===== config.mk =====
export PLATFORM = sky130hd
export DESIGN_NAME = b3md_queue
export DESIGN_NICKNAME = d
export VERILOG_FILES = /design/src/hw/rtl/box3x3_mipmap_downsampler_top_defines.svh /design/src/hw/rtl/b3md_pkg.sv /design/src/hw/rtl/b3md_queue.sv
export SDC_FILE = /design/constraint.sdc
export NUM_CORES = 1
export LEC_CHECK = 0
export BUFFER_PORTS_ARGS = -buffer_cell sky130_fd_sc_hd__buf_2
export CAP_MARGIN = 40
export CORE_ASPECT_RATIO = 0.9
export CORE_MARGIN = 8
export CORE_UTILIZATION = 57
export DETAILED_ROUTE_END_ITERATION = 12
export HOLD_SLACK_MARGIN = 0.03
export PLACE_DENSITY = 0.79
export SYNTH_ARGS = -nofsm -noshare
export SYNTH_HDL_FRONTEND = slang
export SYNTH_SLANG_ARGS = --single-unit

===== constraint.sdc =====
create_clock -name clk -period 2.6 [get_ports clk]
set_input_delay 0 -clock clk [delete_from_list [all_inputs] [get_ports clk]]
set_output_delay 0 -clock clk [all_outputs]
set_load 0.03 [all_outputs]

===== src/hw/rtl/box3x3_mipmap_downsampler_top_defines.svh =====
// ----------------------------------------------------------------------------
// box3x3_mipmap_downsampler_top_defines
// Assertion macros used by the downsampler top level.
// ----------------------------------------------------------------------------
`ifndef BOX3X3_MIPMAP_DOWNSAMPLER_TOP_DEFINES_SVH
`define BOX3X3_MIPMAP_DOWNSAMPLER_TOP_DEFINES_SVH

// same-cycle implication, sampled on clk, off while arst_n is low
`define B3MD_ASSERT_IMPLY(label, ante, cons) \
	label: assert property (@(posedge clk) disable iff (!arst_n) (ante) |-> (cons)) \
		else $error("assertion failed");

// next-cycle implication
`define B3MD_ASSERT_NEXT(label, ante, cons) \
	label: assert property (@(posedge clk) disable iff (!arst_n) (ante) |=> (cons)) \
		else $error("assertion failed");

`endif


===== src/hw/rtl/b3md_pkg.sv =====
// ----------------------------------------------------------------------------
// b3md_pkg
// Types and constants of the 3x3 box mip downsampler.
// ----------------------------------------------------------------------------
package b3md_pkg;

	localparam int MAX_ROW_PIXELS = 1024;
	localparam int COL_W          = $clog2(MAX_ROW_PIXELS);
	localparam int HEIGHT_LIMIT   = 4096;
	localparam int ROW_W          = 12;
	localparam int WIDTH_W        = 11;
	localparam int HEIGHT_W       = 13;
	localparam int CFG_DATA_W     = 13;
	localparam int CFG_INDEX_W    = 2;
	localparam int CH_W           = 8;
	localparam int PIX_W          = 4 * CH_W;

	localparam logic [CFG_INDEX_W-1:0] REG_SOURCE_WIDTH  = 2'd0;
	localparam logic [CFG_INDEX_W-1:0] REG_SOURCE_HEIGHT = 2'd1;

	// tap masks: bit 0 oldest (c-2 / r-2), bit 2 newest
	localparam logic [2:0] MASK_NONE      = 3'b000;
	localparam logic [2:0] MASK_NEWEST    = 3'b100;
	localparam logic [2:0] MASK_NO_OLDEST = 3'b110;
	localparam logic [2:0] MASK_ALL       = 3'b111;

	localparam int Q_DEPTH   = 4;
	localparam int Q_PTR_W   = $clog2(Q_DEPTH);
	localparam int Q_CNT_W   = $clog2(Q_DEPTH + 1);
	localparam int OUT_DEPTH = 8;
	localparam int OUT_PTR_W = $clog2(OUT_DEPTH);
	localparam int OUT_CNT_W = $clog2(OUT_DEPTH + 1);

	localparam int COLSUM_W = 10;
	localparam int SUM_W    = 12;
	localparam int RECIP_W  = 13;
	localparam int PROD_W   = SUM_W + RECIP_W;
	localparam int RECIP_SHIFT = 16;
	// ceil(2^16 / 9); exact floor(x/9) for x below 2^12
	localparam logic [RECIP_W-1:0] RECIP_NINE = 13'd7282;

	typedef struct packed {
		logic [CH_W-1:0] alpha;
		logic [CH_W-1:0] blue;
		logic [CH_W-1:0] green;
		logic [CH_W-1:0] red;
	} pixel_t;

	typedef struct packed {
		pixel_t           pixel;
		logic [COL_W-1:0] col;
		logic [2:0]       colmask;
		logic [2:0]       rowmask;
		logic             emit;
		logic             last;
	} item_t;

	typedef struct packed {
		logic [CH_W-1:0] red;
		logic [CH_W-1:0] green;
		logic [CH_W-1:0] blue;
		logic [CH_W-1:0] alpha;
		logic            last;
	} result_t;

	typedef struct packed {
		logic empty;
		logic full;
	} q_stat_t;

	typedef struct packed {
		logic                 q_pop;
		logic                 out_push;
		logic [OUT_CNT_W-1:0] out_cnt;
	} back_stat_t;

	function automatic logic [CH_W-1:0] get_channel(input pixel_t p, input logic [1:0] k);
		logic [PIX_W-1:0] bits;
		bits = p;
		return bits[k*CH_W +: CH_W];
	endfunction

endpackage


===== src/hw/rtl/b3md_queue.sv =====
// ----------------------------------------------------------------------------
// b3md_queue
// Short queue of tagged pixels between the front and the filter back end.
// ----------------------------------------------------------------------------
module b3md_queue (
	input  logic              clk,
	input  logic              arst_n,
	input  logic              push,
	input  b3md_pkg::item_t   push_item,
	input  logic              pop,
	output b3md_pkg::item_t   head,
	output b3md_pkg::q_stat_t stat
);

	b3md_pkg::item_t                 mem_q [b3md_pkg::Q_DEPTH];
	logic [b3md_pkg::Q_PTR_W-1:0]    wr_ptr_q;
	logic [b3md_pkg::Q_PTR_W-1:0]    rd_ptr_q;
	logic [b3md_pkg::Q_CNT_W-1:0]    cnt_q;

	assign head       = mem_q[rd_ptr_q];
	assign stat.empty = (cnt_q == '0);
	assign stat.full  = (cnt_q == b3md_pkg::Q_CNT_W'(b3md_pkg::Q_DEPTH));

	always_ff @(posedge clk) begin
		if (push) begin
			mem_q[wr_ptr_q] <= push_item;
		end
	end

	always_ff @(posedge clk or negedge arst_n) begin
		if (!arst_n) begin
			wr_ptr_q <= '0;
			rd_ptr_q <= '0;
			cnt_q    <= '0;
		end else begin
			if (push) begin
				wr_ptr_q <= wr_ptr_q + 1'b1;
			end
			if (pop) begin
				rd_ptr_q <= rd_ptr_q + 1'b1;
			end
			unique case ({push, pop})
				2'b10:   cnt_q <= cnt_q + 1'b1;
				2'b01:   cnt_q <= cnt_q - 1'b1;
				default: cnt_q <= cnt_q;
			endcase
		end
	end

endmodule


==> results of run 1 <==
-- per-stage QoR --
| step | hold slack, ps | area [µm²] | worst slack, ps | power (W) |
|---|---|---|---|---|
| floorplan | -296 | 7670 | 375 | 0.00747 |
| CTS | 250 | 9520 | 279 | 0.0111 |
| finish | 272 | 9520 | 355 | 0.0109 |
| global route | 262 | 9520 | 216 | 0.0114 |
| global placement | -154 | 8390 | 789 | 0.00833 |
| detailed placement | -150 | 8390 | 792 | 0.00842 |
-- what timing repair did --
item | in CTS | in global routing
hold endpoints to repair | 213 | 0
hold buffers | 54 | 0
gates resized for setup | 0 | 0
-- final cells by class --
| class | instances | area, µm² |
|---|---|---|
| sequential | 207 | 6190 |
| clock buffer | 27 | 548 |
| tap | 168 | 210 |
| timing repair buffer | 171 | 1180 |
| clock inverter | 9 | 37.5 |
| fill | 767 | 3740 |
| multi-input combinational | 74 | 1340 |
| inverter | 6 | 22.5 |
-- registers in the layout, indices dropped and copies added, names as in the netlist --
signal and cells:
rd_ptr_q 2, mem_q 200, wr_ptr_q 2, cnt_q 3
-- Yosys cell counts, drive strengths merged --
cell type	n	area, µm²
edfxtp	200	6010
mux4	50	1130
buf	11	136
dfrtp	7	175
inv	6	22.5
ha	5	62.6
and2	4	25.0
xor2	4	35.0
nand2	3	11.3
o21ai	2	10.0
xnor2	2	17.5
and3	1	6.26
clkbuf	1	3.75
fa	1	20.0
nor2	1	3.75
nor3	1	5.00
-- critical path: stages, from the launching register on --
cell and delay [ps]:
dfrtp_4 730, buf_4 280, mux4_1 540, buf_2 190
-- cells by family after synthesis --
logic type               count (synthesis)  share of synthesized area (%)
adder cells (fa/ha/maj)                  6                           1.08
buffers and inverters                   18                           2.12
multiplexers                            50                           14.8
AND/OR/NAND/NOR                         10                          0.668
AO/OA/AOI/OAI                            2                          0.130
XOR/XNOR                                 6                          0.685
flip-flops                             207                           80.5
-- per-layer routing --
layer	GRT usage (%)	vias up	share of wire, %
met1	19.5	1859	40
met3	5.18	20	7.3
met4	3.77	0	1.5
li1	-	1627	-
met5	0	-	0
met2	28.1	122	52
-- report_power, final --
| group | internal [W] | leakage, nW | switching (W) | total, W |
|---|---|---|---|---|
| Combinational | 0.00142 | 1.16 | 0.00229 | 0.00371 |
| Clock | 0.00148 | 0.287 | 0.00111 | 0.00259 |
| Sequential | 0.00437 | 1.92 | 0.000265 | 0.00464 |
| Total | 0.00727 | 3.37 | 0.00367 | 0.0109 |
-- worst max-delay path by stage --
stage | start | endpoint | cells after the start | slack (ps)
2_1_floorplan | wr_ptr_q[0] | mem_q[2][0] | 3 | 370
3_3_place_gp | rd_ptr_q[0] | head[0] | 3 | 790
3_5_place_dp | rd_ptr_q[0] | head[48] | 3 | 790
4_1_cts | rd_ptr_q[0] | head[42] | 3 | 280
5_1_grt | rd_ptr_q[0] | head[0] | 3 | 220
6_report | rd_ptr_q[0] | head[0] | 3 | 350
==> metrics.txt, run 1 <==
status=finished, final reports clean; Slew HR=67.5%; Critical Path Fanout Max=25; placed cell count=around 570; Leak Pwr=3.37 nW; Cell variety after synth=19; CTS max path bufs=3; Fin. Hold Viols=0; Final Non-Filler Cells=662; Cell Area, Synth=about 7700 µm²; Worst setup EP type=output pin; most common cell after layout, fill and taps aside=edfxtp_1; Core Region=~13000 µm²; worst hold start=push_item[45]; ant diodes=0; Mapped Cells=between 200 and 300; worst skew pair latency=~470 ps; Yosys warning total=0; global placement routability congestion=around 0.66; via count=between 3000 and 4000; Ports=106; Iter 0 DRT Violations=~190; most frequent cells in the layout=edfxtp_1, buf_2, dlygate4sd3_1; worst IR drop on VDD=~0.0007 V; root buffer cell=clkbuf_16; first-pass GRT wire length=22300 µm; WP data arrival=2250 ps; layout cell share with drive strength beyond 1=39.5%; Final Critical Period=roughly 2200 ps; Tot GR Track Use=16.2%; hold endpoint=mem_q[2][45]; Syn Area/Cell=25.7 µm²; initial core utilization=57.9%; initial antenna violation count=0; DRT Pass-1 Iters=5; Slew Viols, Final=0; PortBufs=between 100 and 150; DP HPWL=~8200 µm; unrepaired setup endpoints after global routing=false; Die X=roughly 140 µm; largest net degree at the start of global routing=51; H-tree levels=1; Post-CTS Setup Inserts=0; total of max-cap violations=0; slew of the pin with the lowest slew margin=roughly 500 ps; Routed WL=roughly 14000 µm; Worst Hold Path Cells=2; fmax=between 400 and 500 MHz; Worst-path clk slew=~60 ps; startpoint type of the worst setup path=flip-flop; CP Data Required Time=2600 ps; Syn Nets=~360; vias per inst=5.48; area growth from synthesis to layout=24.1%; Finished Core Util=a little under three quarters; Cell Pwr Density=1150 nW/µm²; Num CTS Buffers=21; row cnt=40; die height=between 100 and 150 µm; TNS Setup=0 ps; final layout net count=541; worst hold path type=input pin to flip-flop; final worst-path cycle share=86.4%; die outline area=approximately 17000 µm²; CTS tree=yes; Synth Register Bits=between 200 and 250; vias in the first global route=4096; WL/cell=21.4 µm; sequential fraction of the synthesis area=80.5%; Detail Route Antenna Nets=0; reg2reg path depth=4; R2R Path End=mem_q[2][28]; Critical R2R Launch=wr_ptr_q[0]; grt total ovfl=0; Crit Path Class=flip-flop to output pin; Clock Skews=roughly 5.7 ps; CTS Sinks=a little over 200; setup violators final=0; DRC errors left=0; flop2flop setup slack=between 1000 and 1500 ps
Power figures use the tool's default switching activity.
==> inputs of run 2 (changes only) <==
CORE_ASPECT_RATIO = 1.4   (was 0.9)
MAX_ROUTING_LAYER = met4   (was not set)
==> run 2 against run 1 <==
Net effect:
- clock-buffer cell count fell by 3
- clock skew rose by 1.2 ps
- first-iteration DRC count rose by 20%
- sequential share of layout area fell by 0.19 points
- final area rose by 0.29%
==> metrics.txt, run 2 (same netlist as run 1, synthesis figures left out) <==
layout cell share with drive strength beyond 1=39.2% (was 39.5%); most common cell after layout, fill and taps aside=edfxtp_1 (unchanged); global placement routability congestion=0.750 (was 0.659); Die X=114 µm (was 138 µm); DRT Pass-1 Iters=4 (was 5); DRC errors left=0 (unchanged); Finished Core Util=72.0% (was 71.8%); Leak Pwr=3.36 nW (was 3.37 nW); fmax=433 MHz (was 445 MHz); worst slack, placed=756 ps (was 792 ps); Core Region=13300 µm² (unchanged); max reg flops=200 (unchanged); setup violators final=0 (unchanged); biggest regs=mem_q: 200 flops, cnt_q: 3 flops (unchanged); H-tree levels=1 (unchanged); Final Power=0.0109 W (about the same); slew of the pin with the lowest slew margin=643 ps (was 487 ps); TNS Setup=0 ps (unchanged); Worst-path clk slew=60 ps (about the same); Fin Hold WS=280 ps (was 272 ps); final worst-path cycle share=88.8% (was 86.4%); total of max-cap violations=0 (unchanged); PortBufs=105 (unchanged); startpoint type of the worst setup path=flip-flop (unchanged); Ports=106 (unchanged); post_cts resized=0 (unchanged); CTS tree=yes (unchanged); Worst setup EP type=output pin (unchanged); grt total ovfl=0 (unchanged); hold buffer count at CTS=54 (unchanged); most frequent cells in the layout=edfxtp_1, buf_2, dlygate4sd3_1 (unchanged); Critical Path Fanout Max=23 (was 25); Detail Route Antenna Nets=0 (unchanged); initial core utilization=57.9% (unchanged); root buffer cell=clkbuf_16 (unchanged); Fin. Hold Viols=0 (unchanged); Cell Pwr Density=1140 nW/µm² (was 1150 nW/µm²); CTS Sinks=207 (unchanged); WL/cell=21.4 µm (about the same); Max stage delay on crit path=710 ps (was 730 ps); area growth from synthesis to layout=24.4% (was 24.1%); # fillers=827 (was 767); DP HPWL=8820 µm (was 8160 µm); CP Data Required Time=2600 ps (about the same); Reg with most FFs=mem_q (unchanged); unrepaired setup endpoints after global routing=false (unchanged); die outline area=17500 µm² (was 17400 µm²); CP cell instances=buf_4 -> mux4_2 -> buf_2 (was buf_4 -> mux4_1 -> buf_2); final layout net count=538 (was 541); Crit Path Class=flip-flop to output pin (unchanged); Routed WL=14400 µm (was 14200 µm); Tot GR Track Use=17.3% (was 16.2%); Clock Skews=6.82 ps (was 5.66 ps); via count=3623 (was 3628); Num CTS Buffers=19 (was 21); worst IR drop on VDD=0.000638 V (was 0.000708 V); worst hold path type=input pin to flip-flop (unchanged); die height=153 µm (was 126 µm); vias in the first global route=4095 (was 4096); initial antenna violation count=1 (was 0); Crit-path slowest cell=dfrtp_4 (unchanged); Iter 0 DRT Violations=231 (was 192); largest net degree at the start of global routing=51 (unchanged); Slew Viols, Final=0 (unchanged); Post-CTS Setup Inserts=0 (unchanged); row cnt=50 (was 40); Slew HR=57.1% (was 67.5%); vias per inst=5.38 (was 5.48); first-pass GRT wire length=22400 µm (was 22300 µm); status=finished, final reports clean (unchanged); WP data arrival=2310 ps (was 2250 ps); final worst slack=292 ps (was 355 ps); Final Critical Period=2310 ps (was 2250 ps); CTS max path bufs=3 (unchanged); worst skew pair latency=470 ps (about the same)
[run 2: area by class of cell]
class / instances / area [µm²] / area share (%)
inverter: 6 / 22.5 / 0.236
timing repair buffer: 170 / 1210 / 12.7
sequential: 207 / 6190 / 64.8
tap: 182 / 228 / 2.39
clock buffer: 24 / 494 / 5.18
clock inverter: 9 / 68.8 / 0.721
multi-input combinational: 74 / 1340 / 14.0
antenna: 1 / 2.50 / 0.0262
[run 2: path summary, 6_finish.rpt]
check | from | endpoint | slack (ps) | depth (start not counted)
setup / recovery | rd_ptr_q[0] | head[25] | 290 | 3
hold / removal | push_item[26] | mem_q[0][26] | 280 | 2
max in group asynchronous | arst_n | rd_ptr_q[0] | 1840 | 3
hold reg to reg | cnt_q[2] | cnt_q[2] | 500 | 1
min in group asynchronous | arst_n | wr_ptr_q[1] | 480 | 3
setup reg to reg | wr_ptr_q[0] | mem_q[0][30] | 840 | 4
[run 2: power by group]
group          internal (W)  total [W]  switching, W
clock network       0.00145    0.00255       0.00110
logic               0.00144    0.00367       0.00223
registers           0.00437    0.00471      0.000342
[run 2: stage by stage]
step	area [µm²]	std cells
6_report	9550	673
5_1_grt	9550	673
4_1_cts	9550	672
3_5_place_dp	8440	585
3_3_place_gp	8440	585
2_1_floorplan	7670	299
[run 2: critical path, delay by kind of cell (launching register included)]
kind / cells / cell delay (ps)
DFF: 1 / 710
buffers and inverters: 2 / 560
muxes: 1 / 560
[run 2: per-layer routing]
metal  vias to the layer above  track usage [%]  part of all wire (%)
met5                         -                -                     0
met4                         0             5.47                   1.8
met3                        19             2.96                   4.2
met2                        94             30.6                    55
met1                      1889             19.5                    39
li1                       1621                -                     -
==> inputs of run 3 (changes only) <==
PLACE_DENSITY = not set   (was 0.79)
PLACE_DENSITY_LB_ADDON = 0.08   (was not set)
==> run 3 against run 2 <==
Net effect:
- sequential share of layout area decreased by 0.10 points
- die area unchanged
- register-to-register slack lost 50 ps
- flip-flop and latch count did not move
- final area is 0.16% higher
- sequential power barely moved
- maximum frequency is 0.22% lower
- combinational power barely moved
- critical path type unchanged
==> metrics.txt, run 3 (same netlist as run 1, synthesis figures left out) <==
M3 GR Usage=3.43% (was 2.96%); CTS Sinks=207 (unchanged); final worst slack=286 ps (was 292 ps); layout cell share with drive strength beyond 1=39.3% (was 39.2%); Crit-path slowest cell=dfrtp_4 (unchanged); fmax=432 MHz (was 433 MHz); row cnt=50 (unchanged); CTS max path bufs=3 (unchanged); DP Area=8450 µm² (was 8440 µm²); most common cell after layout, fill and taps aside=edfxtp_1 (unchanged); largest net degree at the start of global routing=51 (unchanged); Post-CTS Setup Inserts=0 (unchanged); H-tree levels=1 (unchanged); TNS Setup=0 ps (unchanged); hold endpoint=mem_q[1][47] (was mem_q[0][26]); biggest regs=mem_q: 200 flops, cnt_q: 3 flops (unchanged); startpoint type of the worst setup path=flip-flop (unchanged); GR Util met2=28.5% (was 30.6%); worst IR drop on VDD=0.000831 V (was 0.000638 V); die height=153 µm (unchanged); Routed WL=14000 µm (was 14400 µm); root buffer cell=clkbuf_16 (unchanged); Cell Pwr Density=1150 nW/µm² (was 1140 nW/µm²); Tot GR Track Use=17.2% (was 17.3%); worst path bufs/invs=2 (unchanged); Ports=106 (unchanged); Final Non-Filler Cells=671 (was 673); post_cts resized=0 (unchanged); Final Critical Period=2310 ps (about the same); Detail Route Antenna Nets=0 (unchanged); status=finished, final reports clean (unchanged); grt met1 use=21.1% (was 19.5%); first-pass GRT wire length=22500 µm (was 22400 µm); via count=3647 (was 3623); initial antenna violation count=0 (was 1); Slew HR=61.6% (was 57.1%); Clock Skews=12.2 ps (was 6.82 ps); CTS tree=yes (unchanged); reg2reg path depth=4 (unchanged); WL/cell=20.9 µm (was 21.4 µm); die outline area=17500 µm² (unchanged); DRT Pass-1 Iters=4 (unchanged); vias per inst=5.44 (was 5.38); worst skew pair latency=470 ps (about the same); sequential cell area=6190 µm² (unchanged); initial core utilization=57.9% (unchanged); worst slack, placed=716 ps (was 756 ps); WP data arrival=2310 ps (about the same); Core Region=13300 µm² (unchanged); Worst setup EP type=output pin (unchanged); vias in the first global route=4148 (was 4095); R2R Path End=mem_q[0][29] (was mem_q[0][30]); busiest grt layer=met2 (unchanged); CP cell instances=buf_4 -> mux4_2 -> buf_2 (unchanged); # fillers=817 (was 827); final worst-path cycle share=89.0% (was 88.8%); area used by multi-input combinational logic=1340 µm² (unchanged); Leak Pwr=3.37 nW (was 3.36 nW); worst hold start=push_item[47] (was push_item[26]); max reg flops=200 (unchanged); Fin. Hold Viols=0 (unchanged); unrepaired setup endpoints after global routing=false (unchanged); Reg with most FFs=mem_q (unchanged); Worst Hold Path Cells=2 (unchanged); delay-heaviest family, CP=flip-flops (unchanged); global placement routability congestion=0.736 (was 0.750); Finished Core Util=72.1% (was 72.0%); setup violators final=0 (unchanged); flop2flop setup slack=790 ps (was 840 ps); hold buffer count at CTS=54 (unchanged); worst hold path type=input pin to flip-flop (unchanged); most frequent cells in the layout=edfxtp_1, buf_2, dlygate4sd3_1 (unchanged); PortBufs=105 (unchanged); Slew Viols, Final=0 (unchanged); Iter 0 DRT Violations=214 (was 231); Num CTS Buffers=19 (unchanged); Die X=114 µm (unchanged); grt total ovfl=0 (unchanged); DP HPWL=8520 µm (was 8820 µm); post-route cell area=9560 µm² (was 9550 µm²); area growth from synthesis to layout=24.6% (was 24.4%); placed cell count=586 (was 585); CP Data Required Time=2600 ps (about the same); DRC errors left=0 (unchanged); ant diodes=0 (was 1); final layout net count=539 (was 538); Crit Path Class=flip-flop to output pin (unchanged); total of max-cap violations=0 (unchanged); slew of the pin with the lowest slew margin=576 ps (was 643 ps); Critical Path Fanout Max=29 (was 23); Critical R2R Launch=wr_ptr_q[0] (unchanged); Max stage delay on crit path=800 ps (was 710 ps); Worst-path clk slew=60 ps (about the same)
run 3: per-stage QoR:
| stage | total power, W | hold slack, ps |
|---|---|---|
| 6_report | 0.0110 | 280 |
| 4_1_cts | 0.0111 | 257 |
| 5_1_grt | 0.0115 | 281 |
| 2_1_floorplan | 0.00747 | -296 |
| 3_5_place_dp | 0.00847 | -152 |
| 3_3_place_gp | 0.00840 | -158 |
run 3: worst register-to-register path: stages, from the launching register on:
cell     delay, ps
dfrtp_1        420
inv_1          100
ha_1           140
and2_2         470
buf_4          370
run 3: where the power goes:
group          internal (W)  switching, W  leakage, nW  total, W
combinational       0.00144       0.00223         1.17   0.00367
clock               0.00152       0.00107        0.277   0.00260
sequential          0.00437      0.000334         1.92   0.00470
run 3: worst max-delay path by stage:
stage           startpoint     endpoint  slack, ps  cells after the start
2_1_floorplan  wr_ptr_q[0]  mem_q[2][0]        370                      3
3_3_place_gp   rd_ptr_q[0]     head[43]        730                      3
3_5_place_dp   rd_ptr_q[0]     head[21]        720                      3
4_1_cts        rd_ptr_q[0]     head[21]        220                      3
5_1_grt        rd_ptr_q[0]     head[21]        130                      3
6_report       rd_ptr_q[0]     head[21]        290                      3
run 3: final cells by class:
| type | count | share of cell area (%) |
|---|---|---|
| flip-flops and latches | 207 | 64.7 |
| multi-input cells | 74 | 14.0 |
| repair buffers | 171 | 12.7 |
| clock buffers | 22 | 5.09 |
| well taps | 182 | 2.38 |
| clock inverters | 9 | 0.903 |
| inverters | 6 | 0.236 |
run 3: layer usage:
| layer | vias up | part of all wire (%) |
|---|---|---|
| met5 | - | 0 |
| met2 | 112 | 52 |
| met3 | 24 | 5.6 |
| met4 | 0 | 1.9 |
| li1 | 1624 | - |
| met1 | 1887 | 41 |
