==> src/hw/rtl/box3x3_mipmap_downsampler_top_defines.svh <==
// ----------------------------------------------------------------------------
// box3x3_mipmap_downsampler_top_defines
// Assertion macros used by the downsampler top level.
// ----------------------------------------------------------------------------
`ifndef BOX3X3_MIPMAP_DOWNSAMPLER_TOP_DEFINES_SVH
`define BOX3X3_MIPMAP_DOWNSAMPLER_TOP_DEFINES_SVH

// same-cycle implication, sampled on clk, off while arst_n is low
`define B3MD_ASSERT_IMPLY(label, ante, cons) \
	label: assert property (@(posedge clk) disable iff (!arst_n) (ante) |-> (cons)) \
		else $error("assertion failed");

// next-cycle implication
`define B3MD_ASSERT_NEXT(label, ante, cons) \
	label: assert property (@(posedge clk) disable iff (!arst_n) (ante) |=> (cons)) \
		else $error("assertion failed");

`endif

==> src/hw/rtl/b3md_pkg.sv <==
// ----------------------------------------------------------------------------
// b3md_pkg
// Types and constants of the 3x3 box mip downsampler.
// ----------------------------------------------------------------------------
package b3md_pkg;

	localparam int MAX_ROW_PIXELS = 1024;
	localparam int COL_W          = $clog2(MAX_ROW_PIXELS);
	localparam int HEIGHT_LIMIT   = 4096;
	localparam int ROW_W          = 12;
	localparam int WIDTH_W        = 11;
	localparam int HEIGHT_W       = 13;
	localparam int CFG_DATA_W     = 13;
	localparam int CFG_INDEX_W    = 2;
	localparam int CH_W           = 8;
	localparam int PIX_W          = 4 * CH_W;

	localparam logic [CFG_INDEX_W-1:0] REG_SOURCE_WIDTH  = 2'd0;
	localparam logic [CFG_INDEX_W-1:0] REG_SOURCE_HEIGHT = 2'd1;

	// tap masks: bit 0 oldest (c-2 / r-2), bit 2 newest
	localparam logic [2:0] MASK_NONE      = 3'b000;
	localparam logic [2:0] MASK_NEWEST    = 3'b100;
	localparam logic [2:0] MASK_NO_OLDEST = 3'b110;
	localparam logic [2:0] MASK_ALL       = 3'b111;

	localparam int Q_DEPTH   = 4;
	localparam int Q_PTR_W   = $clog2(Q_DEPTH);
	localparam int Q_CNT_W   = $clog2(Q_DEPTH + 1);
	localparam int OUT_DEPTH = 8;
	localparam int OUT_PTR_W = $clog2(OUT_DEPTH);
	localparam int OUT_CNT_W = $clog2(OUT_DEPTH + 1);

	localparam int COLSUM_W = 10;
	localparam int SUM_W    = 12;
	localparam int RECIP_W  = 13;
	localparam int PROD_W   = SUM_W + RECIP_W;
	localparam int RECIP_SHIFT = 16;
	// ceil(2^16 / 9); exact floor(x/9) for x below 2^12
	localparam logic [RECIP_W-1:0] RECIP_NINE = 13'd7282;

	typedef struct packed {
		logic [CH_W-1:0] alpha;
		logic [CH_W-1:0] blue;
		logic [CH_W-1:0] green;
		logic [CH_W-1:0] red;
	} pixel_t;

	typedef struct packed {
		pixel_t           pixel;
		logic [COL_W-1:0] col;
		logic [2:0]       colmask;
		logic [2:0]       rowmask;
		logic             emit;
		logic             last;
	} item_t;

	typedef struct packed {
		logic [CH_W-1:0] red;
		logic [CH_W-1:0] green;
		logic [CH_W-1:0] blue;
		logic [CH_W-1:0] alpha;
		logic            last;
	} result_t;

	typedef struct packed {
		logic empty;
		logic full;
	} q_stat_t;

	typedef struct packed {
		logic                 q_pop;
		logic                 out_push;
		logic [OUT_CNT_W-1:0] out_cnt;
	} back_stat_t;

	function automatic logic [CH_W-1:0] get_channel(input pixel_t p, input logic [1:0] k);
		logic [PIX_W-1:0] bits;
		bits = p;
		return bits[k*CH_W +: CH_W];
	endfunction

endpackage

==> src/hw/rtl/b3md_front.sv <==
// ----------------------------------------------------------------------------
// b3md_front
// Holds the level size, tracks the source position and tags each pixel
// with its window masks before it enters the queue.
// ----------------------------------------------------------------------------
module b3md_front (
	input  logic                               clk,
	input  logic                               arst_n,
	input  logic                               cfg_we,
	input  logic [b3md_pkg::CFG_INDEX_W-1:0]   cfg_index,
	input  logic [b3md_pkg::CFG_DATA_W-1:0]    cfg_data,
	input  logic                               push,
	input  b3md_pkg::pixel_t                   pixel,
	input  b3md_pkg::q_stat_t                  q_stat,
	output logic                               q_push,
	output b3md_pkg::item_t                    q_item
);

	logic [b3md_pkg::WIDTH_W-1:0]  width_q;
	logic [b3md_pkg::HEIGHT_W-1:0] height_q;
	logic [b3md_pkg::COL_W-1:0]    col_q;
	logic [b3md_pkg::ROW_W-1:0]    row_q;
	logic [b3md_pkg::COL_W-1:0]    w_m1;
	logic [b3md_pkg::ROW_W-1:0]    h_m1;
	logic [2:0]                    colmask;
	logic [2:0]                    rowmask;
	logic                          last_col;
	logic                          last_row;

	// clamp to 1..max, kept as size minus one
	always_comb begin
		priority if (width_q == '0) begin
			w_m1 = '0;
		end else if (width_q > b3md_pkg::WIDTH_W'(b3md_pkg::MAX_ROW_PIXELS)) begin
			w_m1 = b3md_pkg::COL_W'(b3md_pkg::MAX_ROW_PIXELS - 1);
		end else begin
			w_m1 = b3md_pkg::COL_W'(width_q - 1'b1);
		end
		priority if (height_q == '0) begin
			h_m1 = '0;
		end else if (height_q > b3md_pkg::HEIGHT_W'(b3md_pkg::HEIGHT_LIMIT)) begin
			h_m1 = b3md_pkg::ROW_W'(b3md_pkg::HEIGHT_LIMIT - 1);
		end else begin
			h_m1 = b3md_pkg::ROW_W'(height_q - 1'b1);
		end
	end

	assign last_col = (col_q == w_m1);
	assign last_row = (row_q == h_m1);

	// odd position closes a window centred one back; last even one closes
	// its own window with the far taps missing
	always_comb begin
		priority if (col_q[0]) begin
			colmask = (col_q == b3md_pkg::COL_W'(1)) ? b3md_pkg::MASK_NO_OLDEST
				: b3md_pkg::MASK_ALL;
		end else if (last_col) begin
			colmask = (col_q == '0) ? b3md_pkg::MASK_NEWEST : b3md_pkg::MASK_NO_OLDEST;
		end else begin
			colmask = b3md_pkg::MASK_NONE;
		end
		priority if (row_q[0]) begin
			rowmask = (row_q == b3md_pkg::ROW_W'(1)) ? b3md_pkg::MASK_NO_OLDEST
				: b3md_pkg::MASK_ALL;
		end else if (last_row) begin
			rowmask = (row_q == '0) ? b3md_pkg::MASK_NEWEST : b3md_pkg::MASK_NO_OLDEST;
		end else begin
			rowmask = b3md_pkg::MASK_NONE;
		end
	end

	assign q_push = push && !q_stat.full;

	always_comb begin
		q_item.pixel   = pixel;
		q_item.col     = col_q;
		q_item.colmask = colmask;
		q_item.rowmask = rowmask;
		q_item.emit    = (colmask != b3md_pkg::MASK_NONE) && (rowmask != b3md_pkg::MASK_NONE);
		q_item.last    = last_col && last_row;
	end

	always_ff @(posedge clk or negedge arst_n) begin
		if (!arst_n) begin
			width_q  <= b3md_pkg::WIDTH_W'(8);
			height_q <= b3md_pkg::HEIGHT_W'(8);
			col_q    <= '0;
			row_q    <= '0;
		end else if (cfg_we) begin
			unique case (cfg_index)
				b3md_pkg::REG_SOURCE_WIDTH: begin
					width_q <= cfg_data[b3md_pkg::WIDTH_W-1:0];
					col_q   <= '0;
					row_q   <= '0;
				end
				b3md_pkg::REG_SOURCE_HEIGHT: begin
					height_q <= cfg_data[b3md_pkg::HEIGHT_W-1:0];
					col_q    <= '0;
					row_q    <= '0;
				end
				default: begin
				end
			endcase
		end else if (q_push) begin
			if (last_col) begin
				col_q <= '0;
				row_q <= last_row ? '0 : row_q + 1'b1;
			end else begin
				col_q <= col_q + 1'b1;
			end
		end
	end

endmodule

==> config.mk <==
export PLATFORM = sky130hd
export DESIGN_NAME = b3md_front
export DESIGN_NICKNAME = d
export VERILOG_FILES = /design/src/hw/rtl/box3x3_mipmap_downsampler_top_defines.svh /design/src/hw/rtl/b3md_pkg.sv /design/src/hw/rtl/b3md_front.sv
export SDC_FILE = /design/constraint.sdc
export NUM_CORES = 1
export LEC_CHECK = 0
export BUFFER_PORTS_ARGS = -buffer_cell sky130_fd_sc_hd__buf_2
export CAP_MARGIN = 20
export CORE_ASPECT_RATIO = 0.5
export CORE_UTILIZATION = 40
export CTS_CLUSTER_SIZE = 14
export DETAILED_ROUTE_END_ITERATION = 8
export HOLD_SLACK_MARGIN = 0.08
export PLACE_DENSITY_LB_ADDON = 0.3
export SKIP_CTS_REPAIR_TIMING = 1
export SLEW_MARGIN = 40
export SYNTH_ARGS = -nofsm -noshare
export SYNTH_HDL_FRONTEND = slang
export SYNTH_SLANG_ARGS = --single-unit
==> constraint.sdc <==
create_clock -name clk -period 3.74 [get_ports clk]
set_input_delay 0.374 -clock clk [delete_from_list [all_inputs] [get_ports clk]]
set_output_delay 0.374 -clock clk [all_outputs]
set_load 0.01 [all_outputs]
==> metrics.md, run 1 <==
| Metric | Value |
|---|---|
| Port Buffers | `38` |
| CTS clk-pin slew, worst paths | `70 ps` |
| Worst skew pair latency | `300 ps` |
| Status | `complete, but fails checks` |
| Flop pwr share | `40.3%` |
| Boundary Pins | `104` |
| Initial antenna violation count | `0` |
| Sw frac | `35.5%` |
| Internal power | `1.04 mW` |
| Most frequent cells in the layout | `dfrtp_1, buf_2, nand2_1` |
| DP HPWL | `7.21 mm` |
| Max frequency | `266 MHz` |
| Final Slew Violations | `0` |
| Post-synth EDFFs | `0` |
| Clk pwr share | `29.0%` |
| Total track usage | `20.6%` |
| Switch Pwr | `575 µW` |
| Clock root cell | `clkbuf_16` |
| Worst slew pin tran | `534 ps` |
| Final Instance Area | `4190 µm²` |
| Critical Path Fanout Max | `7` |
| Predominant post-synthesis flop cell | `dfrtp_1` |
| Net Count, Synth | `509` |
| Worst Hold Class | `in -> reg` |
| Setup-failing EPs final | `1` |
| Maxcap violations | `0` |
| Post-synth top area share | `29.4%` |
| Asr flop ratio synth | `100%` |
| Vias/cell | `5.88` |
| Area contributors post-synth | `dfrtp_1, buf_4, mux2_2` |
| Final Hold Viols | `0` |
| Synth area leader | `dfrtp_1` |
| Post-synthesis cell count | `448` |
| ANT nets after route | `0` |
| Chip width | `139 µm` |
| Pwr/cell area | `386 nW/µm²` |
| Inserted Diodes | `0` |
| Synth unique cells | `66` |
| Startpoint types | `flop` |
| DRC | `12` |
| Placed Area | `3920 µm²` |
| Row cnt | `24` |
| Post-synthesis sequential area ratio | `30.8%` |
| Vias in the first global route | `3128` |
| Fin worst setup slack | `-16.5 ps` |
| Mapped cell area | `3740 µm²` |
| Syn_area_per_cell | `8.35 µm²` |
| Layout cells sized above 1 | `25.5%` |
| Slew margin rel. | `64.1%` |
| Die Footprint | `9760 µm²` |
| Final global-route overflow total | `0` |
| Max Root-Sink Buffers | `2` |
| Commonest non-fill, non-tap cell in the layout | `dfrtp_1` |
| Area of the core | `8890 µm²` |
| CTS buffer count | `5` |
| Final net count | `526` |
| Crit path kind | `reg -> out` |
| TritonCTS clock tree | `done` |
| Combinational share of power | `30.6%` |
| Hold_ws | `305 ps` |
| WL/cell | `16.9 µm` |
| Initial core utilization | `42.1%` |
| WL final | `9.84 mm` |
| Critical path endpoint category | `primary output` |
| First-pass GRT wire length | `16.1 mm` |
| Drt first pass iters | `7` |
| Failing checks | `design-rule violations, negative setup slack` |
| Syn-to-layout area delta | `12.0%` |
| Yosys reg bits | `46` |
| Final Critical Period | `3760 ps` |
| Die H | `70.4 µm` |
| WP data arrival | `3380 ps` |
| Worst Path Required | `3370 ps` |
| RSZ-0062 raised after global routing | `yes` |
| Pin count of the biggest net entering global routing | `38` |
| TritonCTS Sinks | `46` |
| Pleak | `1.73 nW` |
| Synth Warn # | `0` |
| Worst Skew | `11.2 ps` |
| Fin crit share | `100%` |
| Via count | `3429` |
| Number of DRC markers in iteration 0 | `225` |
| # H-tree levels | `2` |
| Gp weighted congestion | `0.871` |
| Max IR drop VDD | `0.000220 V` |
-- final cells by class --
cell class,instances,area (µm²)
clock buffers,5,125
multi-input cells,324,2250
clock inverters,3,23.8
well taps,117,146
fillers,878,4700
flip-flops and latches,46,1150
repair buffers,65,405
inverters,23,86.3
-- critical path, cell delays in order, from the launching register on --
cell and delay [ps]:
dfrtp_1 380, or4_4 540, or4_4 520, buf_6 160, a2bb2oi_2 130, a2111o_1 430, a2111oi_4 350, and3_4 250
or2_4 120, and2_4 120, buf_6 90
-- path summary, 6_finish.rpt --
check                           slack (ps)         start     endpoint  cells after the start
worst max-delay path                   -20    width_q[5]    q_item[1]                     10
worst min register to register         540    width_q[2]   width_q[2]                      1
worst max register to register         130    width_q[5]    row_q[10]                     10
worst min-delay path                   300  cfg_data[10]  width_q[10]                      3
max in group asynchronous             2500        arst_n   width_q[3]                      3
min in group asynchronous              460        arst_n     row_q[7]                      2
-- registers in the layout, indices dropped and copies added (netlist names) --
register,count
row_q,12
col_q,10
height_q,13
width_q,11
-- cell families after synthesis --
logic type               after synthesis  share of synthesized area (%)
AND/OR/NAND/NOR                      167                           24.1
AO/OA/AOI/OAI                        106                           18.9
buffers and inverters                 78                           11.3
flip-flops                            46                           30.8
multiplexers                          26                           7.80
XOR/XNOR                              15                           3.88
adder cells (fa/ha/maj)               10                           3.21
-- cells in the mapped netlist (4+ instances only) --
| cell type | count |
|---|---|
| and3_1 | 6 |
| a21oi_1 | 17 |
| a211oi_1 | 5 |
| a31oi_1 | 9 |
| or2_2 | 4 |
| o21ai_0 | 28 |
| mux2_2 | 21 |
| or3_1 | 17 |
| a221oi_1 | 4 |
| or4_1 | 11 |
| nor2_1 | 25 |
| xnor2_1 | 9 |
| buf_4 | 32 |
| nor2b_1 | 10 |
| nand2_1 | 31 |
| nand2b_1 | 4 |
| clkbuf_1 | 20 |
| nand3_1 | 17 |
| nor4_1 | 8 |
| xor2_1 | 5 |
| dfrtp_1 | 44 |
| ha_1 | 8 |
| mux2i_1 | 4 |
| o22ai_1 | 4 |
| inv_1 | 23 |
| nor3_1 | 17 |
-- power by group through the flow --
| stage | Combinational, mW | Clock [mW] | Sequential (mW) |
|---|---|---|---|
| final | 0.496 | 0.470 | 0.652 |
| after global routing | 0.545 | 0.497 | 0.663 |
| after CTS | 0.466 | 0.476 | 0.646 |
| after detailed placement | 0.463 | 0 | 0.656 |
| after global placement | 0.458 | 0 | 0.655 |
| after floorplan | 0.376 | 0 | 0.617 |
-- metrics by stage --
stage / total power [mW] / instances / utilization, % / setup WS (ps) / setup TNS (ps)
3_3_place_gp: 1.11 / 572 / 44.1 / 46.7 / 0
4_1_cts: 1.59 / 580 / 45.8 / -209 / -660
5_1_grt: 1.70 / 583 / 47.1 / -105 / -213
3_5_place_dp: 1.12 / 572 / 44.1 / 3.71 / 0
6_report: 1.62 / 583 / 47.1 / -16.5 / -16.5
2_1_floorplan: 0.994 / 448 / - / 4.19 / 0
-- metal layers --
layer  wire length (µm)  track usage (%)  up-vias
met2               4490             33.6      108
li1                   -                -     1649
met5                  0                0        -
met3                484             3.36       23
met4                162             6.91        0
met1               4700             27.9     1649
Power figures use the tool's default switching activity.
==> run 2, diff against run 1 <==
--- a/config.mk
+++ b/config.mk
@@ -8,6 +8,7 @@
 export BUFFER_PORTS_ARGS = -buffer_cell sky130_fd_sc_hd__buf_2
 export CAP_MARGIN = 20
 export CORE_ASPECT_RATIO = 0.5
+export CORE_MARGIN = 3
 export CORE_UTILIZATION = 40
 export CTS_CLUSTER_SIZE = 14
 export DETAILED_ROUTE_END_ITERATION = 8
==> run 2 against run 1 <==
Net effect:
- the flow now finishes without violations
- sequential cell count unchanged
- count of clock-buffer cells in the layout increased by 2
- largest power group unchanged
- critical path depth did not move
- die area rose by 8.7%
- setup slack gained 19 ps
- combinational power decreased by 1%
- sequential share of layout area grew 0.16 points
- clock skew is 6.2 ps lower
- register-to-register slack worse by 30 ps
- first-iteration DRC count decreased by 4.4%
==> metrics.md, run 2 (synthesized netlist as in run 1, its figures left out) <==
| Metric | Value |
|---|---|
| Register Area | `1150 µm² (about the same)` |
| Switch Pwr | `564 µW (was 575 µW)` |
| Final net count | `521 (was 526)` |
| First-pass GRT wire length | `15.6 mm (was 16.1 mm)` |
| Via count | `3380 (was 3429)` |
| Regs by FF count | `height_q (13), row_q (12), width_q (11) (unchanged)` |
| # H-tree levels | `2 (unchanged)` |
| Die Footprint | `10600 µm² (was 9760 µm²)` |
| CTS clk-pin slew, worst paths | `70 ps (about the same)` |
| Worst Skew | `4.94 ps (was 11.2 ps)` |
| Crit path launch | `width_q[4] (was width_q[5])` |
| WL final | `9.79 mm (was 9.84 mm)` |
| Pleak | `1.72 nW (was 1.73 nW)` |
| Final Instance Area | `4170 µm² (was 4190 µm²)` |
| Largest register FFs | `13 (unchanged)` |
| DRC | `0 (was 12)` |
| DP HPWL | `7.18 mm (was 7.21 mm)` |
| Final-layout fill cell count | `864 (was 878)` |
| Flop pwr share | `40.9% (was 40.3%)` |
| Status | `finished, final reports clean (was complete, but fails checks)` |
| Die H | `74.4 µm (was 70.4 µm)` |
| Register-to-Register Setup Slack | `100 ps (was 130 ps)` |
| Syn-to-layout area delta | `11.5% (was 12.0%)` |
| Crit path kind | `reg -> out (unchanged)` |
| Combinational share of power | `30.2% (was 30.6%)` |
| Worst Hold Class | `in -> async (was in -> reg)` |
| Clk pwr share | `29.0% (about the same)` |
| Slowest CP cell | `or4_4 (unchanged)` |
| Final Hold Viols | `0 (unchanged)` |
| Final Slew Violations | `0 (unchanged)` |
| Max frequency | `268 MHz (was 266 MHz)` |
| Gp weighted congestion | `0.868 (was 0.871)` |
| Most flops, register | `height_q (unchanged)` |
| CTS buffer count | `5 (unchanged)` |
| Internal power | `1.06 mW (was 1.04 mW)` |
| RSZ-0062 raised after global routing | `yes (unchanged)` |
| WL/cell | `16.9 µm (about the same)` |
| Layout cells sized above 1 | `25.2% (was 25.5%)` |
| Buffers & Inverters on Critical Path | `2 (unchanged)` |
| Port Buffers | `38 (unchanged)` |
| Chip width | `143 µm (was 139 µm)` |
| FF-to-FF Start | `width_q[4] (was width_q[5])` |
| Boundary Pins | `104 (unchanged)` |
| Slew margin rel. | `46.1% (was 64.1%)` |
| DP Worst Slack | `-9.49 ps (was 3.71 ps)` |
| Max IR drop VDD | `0.000215 V (was 0.000220 V)` |
| Max Root-Sink Buffers | `2 (unchanged)` |
| Initial antenna violation count | `0 (unchanged)` |
| WP data arrival | `3360 ps (was 3380 ps)` |
| TritonCTS clock tree | `done (unchanged)` |
| Maxcap violations | `0 (unchanged)` |
| Sw frac | `34.8% (was 35.5%)` |
| Startpoint types | `flop (unchanged)` |
| ANT nets after route | `0 (unchanged)` |
| Worst slew pin tran | `805 ps (was 534 ps)` |
| Vias in the first global route | `3096 (was 3128)` |
| Critical path's top delay family | `simple AND/OR/NAND/NOR gates (unchanged)` |
| Total negative slack | `0 ps (was -16.5 ps)` |
| Cell Chain, Critical Path | `or4_4, or4_4, buf_6, a2bb2oi_2, a2111o_1, a2111oi_4, and3_4, or2_4, and2_4, buf_6 (unchanged)` |
| Most frequent cells in the layout | `dfrtp_1, buf_2, nand2_1 (unchanged)` |
| Worst skew pair latency | `300 ps (about the same)` |
| Initial core utilization | `42.1% (unchanged)` |
| Setup-failing EPs final | `0 (was 1)` |
| Pwr/cell area | `389 nW/µm² (was 386 nW/µm²)` |
| Max incr delay on CP | `540 ps (about the same)` |
| Critical Path Fanout Max | `7 (unchanged)` |
| Vias/cell | `5.85 (was 5.88)` |
| Inserted Diodes | `0 (unchanged)` |
| Row cnt | `24 (unchanged)` |
| TritonCTS Sinks | `46 (unchanged)` |
| Pin count of the biggest net entering global routing | `27 (was 38)` |
| Commonest non-fill, non-tap cell in the layout | `dfrtp_1 (unchanged)` |
| Final global-route overflow total | `0 (unchanged)` |
| Fin worst setup slack | `2.07 ps (was -16.5 ps)` |
| Placed Area | `3900 µm² (was 3920 µm²)` |
| Multi-input logic area | `2270 µm² (was 2250 µm²)` |
| Drt first pass iters | `4 (was 7)` |
| Clock root cell | `clkbuf_16 (unchanged)` |
| Worst Path Required | `3370 ps (about the same)` |
| Critical path endpoint category | `primary output (unchanged)` |
| Final Critical Period | `3740 ps (was 3760 ps)` |
| Total track usage | `18.3% (was 20.6%)` |
| Number of DRC markers in iteration 0 | `215 (was 225)` |
| Area of the core | `8890 µm² (unchanged)` |
| Fin crit share | `99.9% (was 100%)` |
[run 2: path summary, 6_finish.rpt]
kind                              end  cells past startpoint
setup reg to reg            row_q[10]                     10
max in group asynchronous  width_q[3]                      2
setup / recovery            q_item[1]                     10
min in group clk           width_q[0]                      3
hold / removal              row_q[11]                      1
hold reg to reg            width_q[2]                      1
[run 2: per-stage QoR]
| step | hold slack (ps) | instances | power, mW | utilization [%] |
|---|---|---|---|---|
| 3_5_place_dp | 418 | 569 | 1.11 | 43.9 |
| 6_report | 76.0 | 578 | 1.62 | 46.9 |
| 5_1_grt | 119 | 578 | 1.70 | 46.9 |
| 4_1_cts | 94.4 | 577 | 1.59 | 45.6 |
| 3_3_place_gp | 405 | 569 | 1.11 | 43.9 |
| 2_1_floorplan | 78.4 | 448 | 0.994 | - |
[run 2: power by group through the flow]
stage                     Combinational, mW  Sequential (mW)  Clock (mW)
final                                 0.489            0.662       0.470
after global routing                  0.537            0.672       0.495
after CTS                             0.457            0.652       0.477
after detailed placement              0.453            0.662           0
after global placement                0.451            0.660           0
after floorplan                       0.376            0.617           0
[run 2: layout make-up]
class | instances | area share [%]
flip-flops and latches | 46 | 27.7
multi-input cells | 324 | 54.4
clock inverters | 1 | 0.120
well taps | 117 | 3.51
clock buffers | 7 | 3.42
repair buffers | 60 | 8.76
inverters | 23 | 2.07
[run 2: per-layer routing]
layer	global-route usage, %	up-vias	routed length [µm]
li1	-	1634	-
met1	25.3	1641	4790
met2	28.5	74	4380
met3	3.60	31	375
met4	7.27	0	241
met5	0	-	0
==> run 3, diff against run 2 <==
--- a/config.mk
+++ b/config.mk
@@ -5,11 +5,14 @@
 export SDC_FILE = /design/constraint.sdc
 export NUM_CORES = 1
 export LEC_CHECK = 0
+export ABC_AREA = 1
 export BUFFER_PORTS_ARGS = -buffer_cell sky130_fd_sc_hd__buf_2
 export CAP_MARGIN = 20
+export CELL_PAD_IN_SITES_DETAIL_PLACEMENT = 1
+export CELL_PAD_IN_SITES_GLOBAL_PLACEMENT = 1
 export CORE_ASPECT_RATIO = 0.5
 export CORE_MARGIN = 3
-export CORE_UTILIZATION = 40
+export CORE_UTILIZATION = 33
 export CTS_CLUSTER_SIZE = 14
 export DETAILED_ROUTE_END_ITERATION = 8
 export HOLD_SLACK_MARGIN = 0.08
==> run 3 against run 2 <==
Net effect:
- final area decreased by 6.0%
- total power rose by 4.7%
- die area increased by 19%
- first-iteration DRC count decreased by 60%
- core utilization down 9.8 points
- sequential cell count unchanged
- sequential power down 4.1%
- hold slack improved by 260 ps
==> metrics.md, run 3 <==
| Metric | Value |
|---|---|
| Status | `finished, final reports clean (unchanged)` |
| Worst Skew | `6.84 ps (was 4.94 ps)` |
| Final Instance Area | `3920 µm² (was 4170 µm²)` |
| Post-synth EDFFs | `0 (unchanged)` |
| Area of the core | `10600 µm² (was 8890 µm²)` |
| Synth unique cells | `30 (was 66)` |
| Synth area leader | `dfrtp_1 (unchanged)` |
| Predominant post-synthesis flop cell | `dfrtp_1 (unchanged)` |
| Slew margin rel. | `54.6% (was 46.1%)` |
| Via count | `3406 (was 3380)` |
| Net Count, Synth | `624 (was 509)` |
| TritonCTS Sinks | `46 (unchanged)` |
| Final Slew Violations | `0 (unchanged)` |
| Final global-route overflow total | `0 (unchanged)` |
| Met3 Wirelength | `326 µm (was 375 µm)` |
| DP HPWL | `7.58 mm (was 7.18 mm)` |
| Most frequent cells in the layout | `nand2_1, inv_1, nor2_1 (was dfrtp_1, buf_2, nand2_1)` |
| Final-layout fill cell count | `1403 (was 864)` |
| Crit path kind | `reg -> out (unchanged)` |
| Pwr/cell area | `433 nW/µm² (was 389 nW/µm²)` |
| Final net count | `624 (was 521)` |
| Drt first pass iters | `4 (unchanged)` |
| Setup-failing EPs final | `0 (unchanged)` |
| Boundary Pins | `104 (unchanged)` |
| Largest register FFs | `13 (unchanged)` |
| Layout cells sized above 1 | `13.5% (was 25.2%)` |
| First-pass GRT wire length | `16.6 mm (was 15.6 mm)` |
| Inserted Diodes | `0 (unchanged)` |
| Most flops, register | `height_q (unchanged)` |
| Placed Area | `3750 µm² (was 3900 µm²)` |
| WL met1 | `4.83 mm (was 4.79 mm)` |
| Most frequent cell after synthesis | `nand2_1 (was dfrtp_1)` |
| Pin count of the biggest net entering global routing | `34 (was 27)` |
| Clock root cell | `clkbuf_16 (unchanged)` |
| Yosys reg bits | `46 (unchanged)` |
| Critical Path Fanout Max | `17 (was 7)` |
| Cell Chain, Critical Path | `inv_1, ha_1, nand2_1, nor2_4, nand2_1, nand2_2, nand3_1, nand2_1, nand2_1, nand2_1, nand2_1, nor2_1, nand2_2, nor4_1, buf_2 (was or4_4, or4_4, buf_6, a2bb2oi_2, a2111o_1, a2111oi_4, and3_4, or2_4, and2_4, buf_6)` |
| WP data arrival | `2860 ps (was 3360 ps)` |
| Post-synthesis cell count | `563 (was 448)` |
| Vias in the first global route | `3432 (was 3096)` |
| Gp weighted congestion | `0.813 (was 0.868)` |
| Total negative slack | `0 ps (unchanged)` |
| CTS clk-pin slew, worst paths | `70 ps (about the same)` |
| Asr flop ratio synth | `100% (unchanged)` |
| # H-tree levels | `2 (unchanged)` |
| Vias/cell | `4.84 (was 5.85)` |
| ANT nets after route | `0 (unchanged)` |
| Critical path endpoint category | `primary output (unchanged)` |
| RSZ-0062 raised after global routing | `no (was yes)` |
| Syn-to-layout area delta | `5.71% (was 11.5%)` |
| Die Footprint | `12600 µm² (was 10600 µm²)` |
| Most used cell, CP | `nand2_1` |
| Port Buffers | `38 (unchanged)` |
| Regs by FF count | `height_q (13), row_q (12), width_q (11) (unchanged)` |
| CTS buffer count | `5 (unchanged)` |
| Worst Hold Class | `in -> reg (was in -> async)` |
| Initial antenna violation count | `0 (unchanged)` |
| Final Hold Viols | `0 (unchanged)` |
| Slowest CP cell | `dfrtp_1 (was or4_4)` |
| Startpoint types | `flop (unchanged)` |
| Syn_area_per_cell | `6.58 µm² (was 8.35 µm²)` |
| Fin crit share | `86.4% (was 99.9%)` |
| Uppermost layer routed | `met4 (unchanged)` |
| Synth Warn # | `0 (unchanged)` |
| Pleak | `2.01 nW (was 1.72 nW)` |
| Max IR drop VDD | `0.000212 V (was 0.000215 V)` |
| Number of DRC markers in iteration 0 | `86 (was 215)` |
| Mapped cell area | `3710 µm² (was 3740 µm²)` |
| Worst skew pair latency | `290 ps (was 300 ps)` |
| WL final | `9.68 mm (was 9.79 mm)` |
| Worst Path Required | `3370 ps (about the same)` |
| Max incr delay on CP | `380 ps (was 540 ps)` |
| Total track usage | `16.0% (was 18.3%)` |
| Final Critical Period | `3230 ps (was 3740 ps)` |
| TritonCTS clock tree | `done (unchanged)` |
| Post-synthesis sequential area ratio | `31.1% (was 30.8%)` |
| Initial core utilization | `35.1% (was 42.1%)` |
| WL/cell | `13.8 µm (was 16.9 µm)` |
| Area contributors post-synth | `dfrtp_1, nand2_1, buf_4 (was dfrtp_1, buf_4, mux2_2)` |
| Post-synth top area share | `29.7% (was 29.4%)` |
| Maxcap violations | `0 (unchanged)` |
| Die H | `80.9 µm (was 74.4 µm)` |
| Worst slew pin tran | `675 ps (was 805 ps)` |
| Met2 WL | `4.46 mm (was 4.38 mm)` |
| DRC | `0 (unchanged)` |
| Chip width | `156 µm (was 143 µm)` |
| Max frequency | `309 MHz (was 268 MHz)` |
| Max Root-Sink Buffers | `2 (unchanged)` |
| Commonest non-fill, non-tap cell in the layout | `nand2_1 (was dfrtp_1)` |
| Most frequent cells after synthesis | `nand2_1, inv_1, nor2_1 (was dfrtp_1, buf_4, nand2_1)` |
| Row cnt | `26 (was 24)` |
| Fin util | `37.1% (was 46.9%)` |
==> run 3: changes by cell type after synthesis, moves of 11 or more <==
cell      delta
nand2_1    +157
clkbuf_1    -11
or4_1       -11
inv_1       +41
mux2_2      -21
nand3_1     +30
a21oi_1     -11
or3_1       -17
xor2_1      +11
nor3_1      -14
nor2_1      +29
==> run 3: logic make-up (layout without fill, tap and decap cells) <==
| logic type | Yosys count | after routing | synth area share (%) |
|---|---|---|---|
| AOI/OAI and AO/OA | 44 | 44 | 6.79 |
| xor gates and xnor gates | 19 | 19 | 4.49 |
| adders and majority gates | 8 | 8 | 2.70 |
| buffers and inverters | 111 | 112 | 15.3 |
| DFF | 46 | 46 | 31.1 |
| and+or+nand+nor | 335 | 335 | 39.6 |
==> run 3: area by class of cell <==
type	instances	area [µm²]	area share (%)
clock buffers	6	139	3.55
inverters	64	240	6.13
clock inverters	2	12.5	0.319
flip-flops and latches	46	1150	29.4
repair buffers	40	208	5.30
multi-input cells	406	1990	50.8
well taps	140	175	4.47
==> run 3: power breakdown <==
part,internal [mW],switching (mW)
Combinational,0.212,0.383
Clock,0.265,0.202
Sequential,0.558,0.0770
==> run 3: worst max-delay path, delay by kind of cell, from the launching register on <==
kind	cells	cell delay (ps)
AND/OR/NAND/NOR	12	1620
buffers and inverters	2	310
flip-flops	1	380
adder cells (fa/ha/maj)	1	260
==> run 3: path summary, 6_finish.rpt <==
check                                  from           end  slack, ps  cells after the start
worst max-delay path            height_q[0]     q_item[0]        510                     15
worst min-delay path            cfg_data[3]    width_q[3]        340                      3
worst max register to register   width_q[0]      row_q[2]        910                     16
worst min register to register  height_q[0]   height_q[0]        510                      2
max in group asynchronous            arst_n    width_q[3]       2460                      3
min in group asynchronous            arst_n  height_q[11]        510                      2
==> run 3: metal layers <==
metal,GRT usage [%],vias up
li1,-,1737
met1,22.2,1618
met2,26.9,36
met3,2.55,15
met4,2.82,0
met5,0,-
==> run 3: metrics by stage <==
stage | power (mW) | cells | hold WS (ps) | worst slack, ps
after floorplan | 1.11 | 563 | 78.4 | 1250
after global placement | 1.23 | 695 | 302 | 816
after detailed placement | 1.24 | 695 | 305 | 772
after CTS | 1.72 | 703 | -6.03 | 431
after global routing | 1.85 | 704 | 332 | 80.4
final | 1.70 | 704 | 335 | 508
